**src/rtl/trng_bht_pkg.sv**
```systemverilog
// trng_bht_pkg: shared types, constants and register indexes for the
// entropy bit health tests. No dependencies; imported by every rtl module.
`timescale 1ns / 1ps

package trng_bht_pkg;

    // default sizing of the test counters
    localparam int DEF_MAX_WINDOW    = 4096;
    localparam int DEF_RUN_COUNT_MAX = 255;

    // configuration field widths
    localparam int REPEAT_CUTOFF_W = 8;
    localparam int WINDOW_SIZE_W   = 13;
    localparam int PROP_CUTOFF_W   = 13;
    localparam int CFG_DATA_W      = 13;
    localparam int CFG_INDEX_W     = 2;

    // configuration register indexes
    localparam logic [CFG_INDEX_W-1:0] CFG_IDX_REPEAT_CUTOFF = 2'd0;
    localparam logic [CFG_INDEX_W-1:0] CFG_IDX_WINDOW_SIZE   = 2'd1;
    localparam logic [CFG_INDEX_W-1:0] CFG_IDX_PROP_CUTOFF   = 2'd2;

    // reset values of the configuration registers
    localparam logic [REPEAT_CUTOFF_W-1:0] RST_REPEAT_CUTOFF = 8'd21;
    localparam logic [WINDOW_SIZE_W-1:0]   RST_WINDOW_SIZE   = 13'd1024;
    localparam logic [PROP_CUTOFF_W-1:0]   RST_PROP_CUTOFF   = 13'd589;

    // current configuration
    typedef struct packed {
        logic [REPEAT_CUTOFF_W-1:0] repeat_cutoff;
        logic [WINDOW_SIZE_W-1:0]   window_size;
        logic [PROP_CUTOFF_W-1:0]   proportion_cutoff;
    } cfg_t;

    // per-bit control handed to both tests
    typedef struct packed {
        logic step;        // bit leaves the input stage, commit state
        logic start;       // first bit of a new block
        logic sample_bit;
    } test_ctl_t;

endpackage

```
**src/rtl/trng_bit_health_tests.sv**
```systemverilog
// trng_bit_health_tests: top level of the entropy bit health tests.
// Depends on trng_bht_pkg, trng_bht_cfg_regs, trng_bht_rct and trng_bht_apt.
`timescale 1ns / 1ps

// Usage
//   s_ channel: one raw entropy bit per transaction (s_sample_bit), with
//   s_block_last marking the last bit of a tested block.
//   m_ channel: one verdict per input transaction, in order: repetition
//   fail, proportion fail, sticky block fail and block done.
//   cfg channel: register writes (index 0 repeat cutoff, 1 window size,
//   2 proportion cutoff); always ready; write only while the block is idle.
// Timing
//   a bit taken is held in the input register, and its verdict is loaded
//   into the result register when the input stage advances, which waits
//   while a full result register is not being emptied.
//   one transaction per cycle sustained while m_ready stays high; the test
//   state update is combinational logic from the input to the result register.
// Reset and stall
//   reset clears all test state and loads the default configuration; the
//   first bit after reset opens a new block.
//   when m_ready is low the result register holds, the input register
//   holds its bit, and s_ready drops once both are full.

module trng_bit_health_tests
    import trng_bht_pkg::*;
#(
    parameter int MAX_WINDOW    = DEF_MAX_WINDOW,
    parameter int RUN_COUNT_MAX = DEF_RUN_COUNT_MAX
) (
    input  logic                   aclk,
    input  logic                   aresetn,
    // input channel
    input  logic                   s_valid,
    output logic                   s_ready,
    input  logic                   s_sample_bit,
    input  logic                   s_block_last,
    // result channel
    output logic                   m_valid,
    input  logic                   m_ready,
    output logic                   m_repeat_fail,
    output logic                   m_proportion_fail,
    output logic                   m_block_failed,
    output logic                   m_block_done,
    // configuration channel
    input  logic                   cfg_valid,
    output logic                   cfg_ready,
    input  logic [CFG_INDEX_W-1:0] cfg_index,
    input  logic [CFG_DATA_W-1:0]  cfg_data
);

    cfg_t      cfg;
    test_ctl_t ctl;

    logic in_valid_reg;
    logic in_bit_reg;
    logic in_last_reg;
    logic out_valid_reg;
    logic out_repeat_reg;
    logic out_prop_reg;
    logic out_failed_reg;
    logic out_done_reg;
    logic block_open_reg;
    logic block_open_next;
    logic fail_seen_reg;
    logic fail_seen_next;
    logic advance;
    logic repeat_fail;
    logic proportion_fail;
    logic failed;

    // configuration registers
    trng_bht_cfg_regs u_cfg (
        .aclk      (aclk),
        .aresetn   (aresetn),
        .cfg_valid (cfg_valid),
        .cfg_ready (cfg_ready),
        .cfg_index (cfg_index),
        .cfg_data  (cfg_data),
        .cfg       (cfg)
    );

    // input stage moves on when the result register is free or being emptied
    assign advance = in_valid_reg && (!out_valid_reg || m_ready);
    assign s_ready = !in_valid_reg || advance;

    assign ctl.step       = advance;
    assign ctl.start      = !block_open_reg;
    assign ctl.sample_bit = in_bit_reg;

    // the two tests
    trng_bht_rct #(
        .RUN_COUNT_MAX (RUN_COUNT_MAX)
    ) u_rct (
        .aclk          (aclk),
        .aresetn       (aresetn),
        .ctl           (ctl),
        .repeat_cutoff (cfg.repeat_cutoff),
        .repeat_fail   (repeat_fail)
    );

    trng_bht_apt #(
        .MAX_WINDOW (MAX_WINDOW)
    ) u_apt (
        .aclk              (aclk),
        .aresetn           (aresetn),
        .ctl               (ctl),
        .window_size       (cfg.window_size),
        .proportion_cutoff (cfg.proportion_cutoff),
        .proportion_fail   (proportion_fail)
    );

    // sticky block verdict and block framing
    assign failed          = fail_seen_reg || repeat_fail || proportion_fail;
    assign block_open_next = !in_last_reg;
    assign fail_seen_next  = in_last_reg ? 1'b0 : failed;

    always_ff @(posedge aclk) begin
        if (!aresetn) begin
            block_open_reg <= 1'b0;
            fail_seen_reg  <= 1'b0;
        end else if (advance) begin
            block_open_reg <= block_open_next;
            fail_seen_reg  <= fail_seen_next;
        end
    end

    // input register
    always_ff @(posedge aclk) begin
        if (!aresetn) begin
            in_valid_reg <= 1'b0;
        end else if (s_valid && s_ready) begin
            in_valid_reg <= 1'b1;
        end else if (advance) begin
            in_valid_reg <= 1'b0;
        end
    end

    always_ff @(posedge aclk) begin
        if (s_valid && s_ready) begin
            in_bit_reg  <= s_sample_bit;
            in_last_reg <= s_block_last;
        end
    end

    // result register
    always_ff @(posedge aclk) begin
        if (!aresetn) begin
            out_valid_reg <= 1'b0;
        end else if (advance) begin
            out_valid_reg <= 1'b1;
        end else if (m_ready) begin
            out_valid_reg <= 1'b0;
        end
    end

    always_ff @(posedge aclk) begin
        if (advance) begin
            out_repeat_reg <= repeat_fail;
            out_prop_reg   <= proportion_fail;
            out_failed_reg <= failed;
            out_done_reg   <= in_last_reg;
        end
    end

    assign m_valid           = out_valid_reg;
    assign m_repeat_fail     = out_repeat_reg;
    assign m_proportion_fail = out_prop_reg;
    assign m_block_failed    = out_failed_reg;
    assign m_block_done      = out_done_reg;

    // checks

    // a failing transaction always carries the sticky flag
    a_fail_sticky: assert property (@(posedge aclk) disable iff (!aresetn)
        m_valid && (m_repeat_fail || m_proportion_fail) |-> m_block_failed)
        else $error("block_failed missing on a failing transaction");

    // closing a block clears the framing state
    a_block_close: assert property (@(posedge aclk) disable iff (!aresetn)
        advance && in_last_reg |=> !block_open_reg && !fail_seen_reg)
        else $error("block state not cleared after the last bit");

    // zero window or zero cutoff fails every transaction
    a_cfg_error: assert property (@(posedge aclk) disable iff (!aresetn)
        advance && ((cfg.window_size == '0) || (cfg.proportion_cutoff == '0))
        |=> m_proportion_fail)
        else $error("configuration error not flagged");

    // a held input bit is never dropped
    a_no_drop: assert property (@(posedge aclk) disable iff (!aresetn)
        in_valid_reg && !advance |=> in_valid_reg)
        else $error("input bit lost while stalled");

endmodule

```
**src/rtl/trng_bht_cfg_regs.sv**
```systemverilog
// trng_bht_cfg_regs: configuration register file of the health tests.
// Depends on trng_bht_pkg.
`timescale 1ns / 1ps

module trng_bht_cfg_regs
    import trng_bht_pkg::*;
(
    input  logic                   aclk,
    input  logic                   aresetn,
    input  logic                   cfg_valid,
    output logic                   cfg_ready,
    input  logic [CFG_INDEX_W-1:0] cfg_index,
    input  logic [CFG_DATA_W-1:0]  cfg_data,
    output cfg_t                   cfg
);

    cfg_t cfg_reg;
    cfg_t cfg_next;

    // writes are always taken
    assign cfg_ready = 1'b1;
    assign cfg          = cfg_reg;

    // decode the register index, unknown indexes are ignored
    always_comb begin
        cfg_next = cfg_reg;
        if (cfg_valid) begin
            case (cfg_index)
                CFG_IDX_REPEAT_CUTOFF: cfg_next.repeat_cutoff = cfg_data[REPEAT_CUTOFF_W-1:0];
                CFG_IDX_WINDOW_SIZE:   cfg_next.window_size   = cfg_data[WINDOW_SIZE_W-1:0];
                CFG_IDX_PROP_CUTOFF:   cfg_next.proportion_cutoff = cfg_data[PROP_CUTOFF_W-1:0];
                default:               cfg_next = cfg_reg;
            endcase
        end
    end

    always_ff @(posedge aclk) begin
        if (!aresetn) begin
            cfg_reg.repeat_cutoff     <= RST_REPEAT_CUTOFF;
            cfg_reg.window_size       <= RST_WINDOW_SIZE;
            cfg_reg.proportion_cutoff <= RST_PROP_CUTOFF;
        end else begin
            cfg_reg <= cfg_next;
        end
    end

endmodule

```
**src/rtl/trng_bht_rct.sv**
```systemverilog
// trng_bht_rct: repetition count test, tracks the run of equal bits.
// Depends on trng_bht_pkg.
`timescale 1ns / 1ps

module trng_bht_rct
    import trng_bht_pkg::*;
#(
    parameter int RUN_COUNT_MAX = DEF_RUN_COUNT_MAX
) (
    input  logic                       aclk,
    input  logic                       aresetn,
    input  test_ctl_t                  ctl,
    input  logic [REPEAT_CUTOFF_W-1:0] repeat_cutoff,
    output logic                       repeat_fail
);

    localparam int RW = $clog2(RUN_COUNT_MAX + 1);
    localparam int CW = (RW > REPEAT_CUTOFF_W) ? RW : REPEAT_CUTOFF_W;

    logic          run_value_reg;
    logic          run_value_next;
    logic [RW-1:0] run_count_reg;
    logic [RW-1:0] run_count_next;
    logic [RW-1:0] run_count_inc;

    assign run_count_inc = run_count_reg + RW'(1);

    // new run on block start or bit change, else count up to saturation
    always_comb begin
        run_value_next = run_value_reg;
        run_count_next = run_count_reg;
        repeat_fail    = 1'b0;
        if (ctl.start || (ctl.sample_bit != run_value_reg)) begin
            run_value_next = ctl.sample_bit;
            run_count_next = RW'(1);
        end else if (run_count_reg < RW'(RUN_COUNT_MAX)) begin
            run_count_next = run_count_inc;
            repeat_fail    = (CW'(run_count_inc) == CW'(repeat_cutoff));
        end
    end

    always_ff @(posedge aclk) begin
        if (!aresetn) begin
            run_value_reg <= 1'b0;
            run_count_reg <= '0;
        end else if (ctl.step) begin
            run_value_reg <= run_value_next;
            run_count_reg <= run_count_next;
        end
    end

endmodule

```
**src/rtl/trng_bht_apt.sv**
```systemverilog
// trng_bht_apt: adaptive proportion test over windows of configured size.
// Depends on trng_bht_pkg.
`timescale 1ns / 1ps

module trng_bht_apt
    import trng_bht_pkg::*;
#(
    parameter int MAX_WINDOW = DEF_MAX_WINDOW
) (
    input  logic                     aclk,
    input  logic                     aresetn,
    input  test_ctl_t                ctl,
    input  logic [WINDOW_SIZE_W-1:0] window_size,
    input  logic [PROP_CUTOFF_W-1:0] proportion_cutoff,
    output logic                     proportion_fail
);

    localparam int WW  = $clog2(MAX_WINDOW + 1);
    localparam int CW0 = (WW > WINDOW_SIZE_W) ? WW : WINDOW_SIZE_W;
    localparam int CW  = (CW0 > PROP_CUTOFF_W) ? CW0 : PROP_CUTOFF_W;

    logic          window_ref_reg;
    logic          window_ref_next;
    logic [WW-1:0] window_count_reg;
    logic [WW-1:0] window_count_next;
    logic [WW-1:0] window_index_reg;
    logic [WW-1:0] window_index_next;
    logic [WW-1:0] index_cur;
    logic [CW-1:0] win_eff;
    logic          restart;
    logic          window_end_fail;
    logic          cfg_error;

    // window size clamped to the largest supported window
    assign win_eff = (CW'(window_size) > CW'(MAX_WINDOW)) ? CW'(MAX_WINDOW)
                                                         : CW'(window_size);
    assign restart   = ctl.start || (CW'(window_index_reg) >= win_eff);
    assign cfg_error = (window_size == '0) || (proportion_cutoff == '0);

    // window bookkeeping, verdict at the last bit of the window, and a fail on every bit under a zero window or cutoff
    always_comb begin
        window_ref_next   = window_ref_reg;
        window_count_next = window_count_reg;
        index_cur         = window_index_reg;
        if (restart) begin
            window_ref_next   = ctl.sample_bit;
            window_count_next = WW'(1);
            index_cur         = '0;
        end else if ((ctl.sample_bit == window_ref_reg)
                     && (window_count_reg < WW'(MAX_WINDOW))) begin
            window_count_next = window_count_reg + WW'(1);
        end
        window_end_fail = (win_eff != '0)
                          && (CW'(index_cur) == (win_eff - CW'(1)))
                          && (CW'(window_count_next) > CW'(proportion_cutoff));
        window_index_next = (index_cur < WW'(MAX_WINDOW)) ? (index_cur + WW'(1))
                                                          : index_cur;
        proportion_fail   = window_end_fail || cfg_error;
    end

    always_ff @(posedge aclk) begin
        if (!aresetn) begin
            window_ref_reg   <= 1'b0;
            window_count_reg <= '0;
            window_index_reg <= '0;
        end else if (ctl.step) begin
            window_ref_reg   <= window_ref_next;
            window_count_reg <= window_count_next;
            window_index_reg <= window_index_next;
        end
    end

endmodule

```
**config.mk**
```make
export PLATFORM = sky130hd
export DESIGN_NAME = trng_bit_health_tests
export DESIGN_NICKNAME = d
export VERILOG_FILES = /design/src/rtl/trng_bht_pkg.sv /design/src/rtl/trng_bit_health_tests.sv /design/src/rtl/trng_bht_cfg_regs.sv /design/src/rtl/trng_bht_rct.sv /design/src/rtl/trng_bht_apt.sv
export SDC_FILE = /design/constraint.sdc
export NUM_CORES = 1
export LEC_CHECK = 0
export BUFFER_PORTS_ARGS = -buffer_cell sky130_fd_sc_hd__buf_2
export CAP_MARGIN = 5
export CORE_MARGIN = 4
export CORE_UTILIZATION = 62
export DETAILED_ROUTE_END_ITERATION = 6
export GPL_TIMING_DRIVEN = 0
export PLACE_DENSITY = 0.83
export SYNTH_ARGS = -nofsm -noshare
export SYNTH_HDL_FRONTEND = slang
export SYNTH_HIERARCHICAL = 1
export SYNTH_SLANG_ARGS = --single-unit
```
**constraint.sdc**
```tcl
create_clock -name aclk -period 5.37 [get_ports aclk]
set_input_delay 0.537 -clock aclk [delete_from_list [all_inputs] [get_ports aclk]]
set_output_delay 0.537 -clock aclk [all_outputs]
set_load 0.02 [all_outputs]
```
==> results.cfg <==
[setup_path]
crit_type = register to register
crit_path_start_kind = register
required_ns = 5.57
cp-end-kind = register
reg2reg_slack_ns = 0.38
crit_slowest_cell = a2111oi_2
critical-path-max-stage-delay_ns = 0.44
crit_arrival_ns = 5.19
critPathMaxFanout = 10
cp_cell_sequence = inv_1 -> clkbuf_2 -> nand2_1 -> ha_1 -> a21o_1 -> a211o_1 -> nor4_2 -> a21oi_2 -> clkbuf_2 -> a21oi_1 -> ha_1 -> nor2b_1 -> o21a_1 -> o211ai_1 -> a31oi_1 -> a2111oi_2 -> a211oi_2 -> o211ai_1 -> o31ai_2 -> or3_4 -> nand3_2 -> o32ai_1

[sta]
period_needed_ns = 4.99
max_freq_ghz = 0.200
clock-skew-final_ns = 0.0106
max_slew_margin_pct = 45.8
slew_viol_final = 0
finalCritPeriodShare_pct = 92.9
setup_viol = 0
worstMarginPinSlew_ns = 0.805
hold_viol = 0
rsz0062_at_grt = false

[die]
std_cell_rows = 33
ios = 29
chipWidth_um = 101
dieHeight_um = 101
fp.dieArea_um2 = 10100
core_um2 = 8260
start_util_pct = 64.3

[synthesis]
synth-main-ff-cell = dfxtp_1
syn_area_per_cell_um2 = 8.30
netlist_area_um2 = 5310
synth_edf_count = 6
synth_warnings = 6
ys_async_sr_fraction_pct = 0
synth.ff_latch_count = 80
ys_seq_area_share_pct = 31.3
synth_nets = 692
yosysUniqueCellTypes = 74
synth_cells = 640

[drt]
avgRoutedWirePerCell_um = 17.2
dr.max_layer_used = met4
dr_wl_met2_um = 6820
drc = 0
drt-initial-drc-count = 380
avgViaCountPerCell = 6.18
vias = 4861
drt-met1-wl_um = 5660
dr.pass1.iters = 5
wl_met3_um = 787
totalWireLength_um = 13500
drtAntennaViolNets = 0

[clock_network]
cts_buffers = 9
cts_max_level = 3
cts_tree = yes
root_buffer = clkbuf_8
cts_buffer_depth = 2
cts_hold_buf = 0
clock-sinks = 80
clk_latency_ns = 0.35
post_cts.repair.setup_buffers = 0
clkSlewWorstSetupHoldPaths_ns = 0.09

[layout]
area_growth_pct = 9.02
final_area_um2 = 5790
fin_cells = 786
antenna_cells = 0
fillers = 674
layout-drive-gt1-share_pct = 10.9
finalNetCount = 728
largest_reg_flops = 34

[place]
dp_hpwl_um = 10200
place.gp.congestion = 0.907
io_buffers = 25
placedInstanceArea_um2 = 5570
place_inst = 770

[worst_hold_path]
hold_class = input port to register

[global_routing]
grt_use_total_pct = 27.5
grt_pass1_vias = 4692
gr-total-overflow = 0
grt_pass1_wl_um = 22200
antenna_found_initial = 0
grt_max_degree = 25

[job]
maxCapViolations = 0

[outcome]
status = finished clean

[power]
ir_worst_vdd_v = 0.000153
leakage_nw = 2.39
power_density_nw_per_um2 = 228
-- worst max-delay path: cells and delay by family, from the launching register on --
family / cells / cell delay (ns)
buffers and inverters: 3 / 0.71
AO/OA/AOI/OAI: 12 / 2.20
AND/OR/NAND/NOR: 5 / 0.96
flip-flops: 1 / 0.38
adder cells (fa/ha/maj): 2 / 0.58
-- metrics by stage --
stage | util, % | power [mW] | setup WS [ns] | hold slack, ns | setup TNS [ns]
3_5_place_dp | 67.4 | 0.844 | -0.150 | 0.457 | -0.244
5_1_grt | 70.1 | 1.38 | 0.0675 | 0.336 | 0
2_1_floorplan | - | 0.788 | 1.02 | 0.438 | 0
6_report | 70.1 | 1.32 | 0.381 | 0.360 | 0
4_1_cts | 70.1 | 1.32 | 0.203 | 0.348 | 0
3_3_place_gp | 67.4 | 0.836 | -0.140 | 0.447 | -0.259
-- routing by layer --
layer | up-vias | GRT usage, %
met5 | - | 0
met4 | 0 | 8.60
met3 | 26 | 5.26
met2 | 178 | 47.7
met1 | 2328 | 34.6
li1 | 2329 | -
-- worst paths after layout --
kind | from | to | cells after the start
worst max-delay path | u_cfg/cfg[25]$_SDFFE_PN0P_ | fail_seen_reg$_SDFFE_PN0P_ | 22
worst min-delay path | s_block_last | in_last_reg$_DFFE_PP_ | 1
worst max register to register | u_cfg/cfg[25]$_SDFFE_PN0P_ | fail_seen_reg$_SDFFE_PN0P_ | 22
worst min register to register | u_cfg/cfg[1]$_SDFFE_PN0P_ | u_cfg/cfg[1]$_SDFFE_PN0P_ | 2
-- synth_stat cells (all sizes together), types with 14 or more instances --
library cell  number  share of area, %
nand2             90               6.4
and3              15               1.8
o21ai             25               2.4
inv               33               2.3
nand3             21               2.3
nor2              44               3.2
mux2i             45               8.5
xnor2             22               3.8
nor2b             29               3.4
buf               15               2.0
nand4             14               1.6
xor2              17               2.8
a21oi             22               2.1
clkbuf            15               1.1
ha                30               7.1
dfxtp             74                28
-- power by group --
group	total [mW]	switching, mW	internal, mW	leakage [nW]
sequential	0.634	0.0176	0.616	0.659
clock	0.484	0.220	0.263	0.107
combinational	0.203	0.125	0.0783	1.62
-- cell type report --
cell class	count	area [µm²]	area share, %
Clock buffer	11	131	2.27
Timing Repair Buffer	25	125	2.16
Clock inverter	5	82.6	1.43
Sequential cell	80	1660	28.7
Tap cell	105	131	2.27
Buffer	32	190	3.28
Multi-Input combinational cell	495	3350	57.8
Inverter	33	124	2.14
-- layout by cell type, fill, tap and decap left out, types with 4 or more instances in the layout --
cell type  netlist  layout
clkbuf_1        14      15
nand4_1         14      14
nor2_1          43      43
a21o_1           5       5
dfxtp_1         74      74
nand2b_1         5       5
o21a_1           4       4
buf_6            5       5
o21ai_1          4       4
nor4_1          10      10
xnor2_1         21      21
inv_1           32      32
ha_1            30      30
and3_1          14      14
a21boi_0         4       4
nor3_1          12      12
o21ai_0         21      21
nand4b_1         7       7
nor2b_1         29      29
a211oi_1         4       4
buf_2            5      30
nand3_1         18      18
nand2_1         90      90
a22oi_1          6       6
a21oi_1         21      21
mux2i_1         45      45
o211ai_1         9       9
xor2_1          17      17
clkbuf_8         0       9
and2_1          11      11
edfxtp_1         6       6
-- logic make-up after synthesis --
family | after synthesis | synth area share [%]
AO/OA/AOI/OAI | 100 | 12.6
adder cells (fa/ha/maj) | 30 | 7.07
buffers and inverters | 65 | 5.86
XOR/XNOR | 39 | 6.57
other | 1 | 0.0706
multiplexers | 45 | 8.48
flip-flops | 80 | 31.3
AND/OR/NAND/NOR | 280 | 28.0
-- repair_timing --
item	in CTS	in global routing
hold endpoints to repair	0	0
cloned	0	0
resized for setup	2	3
endpoints found under the setup margin	2	2
Note: power is estimated with default switching activity, not from simulation.
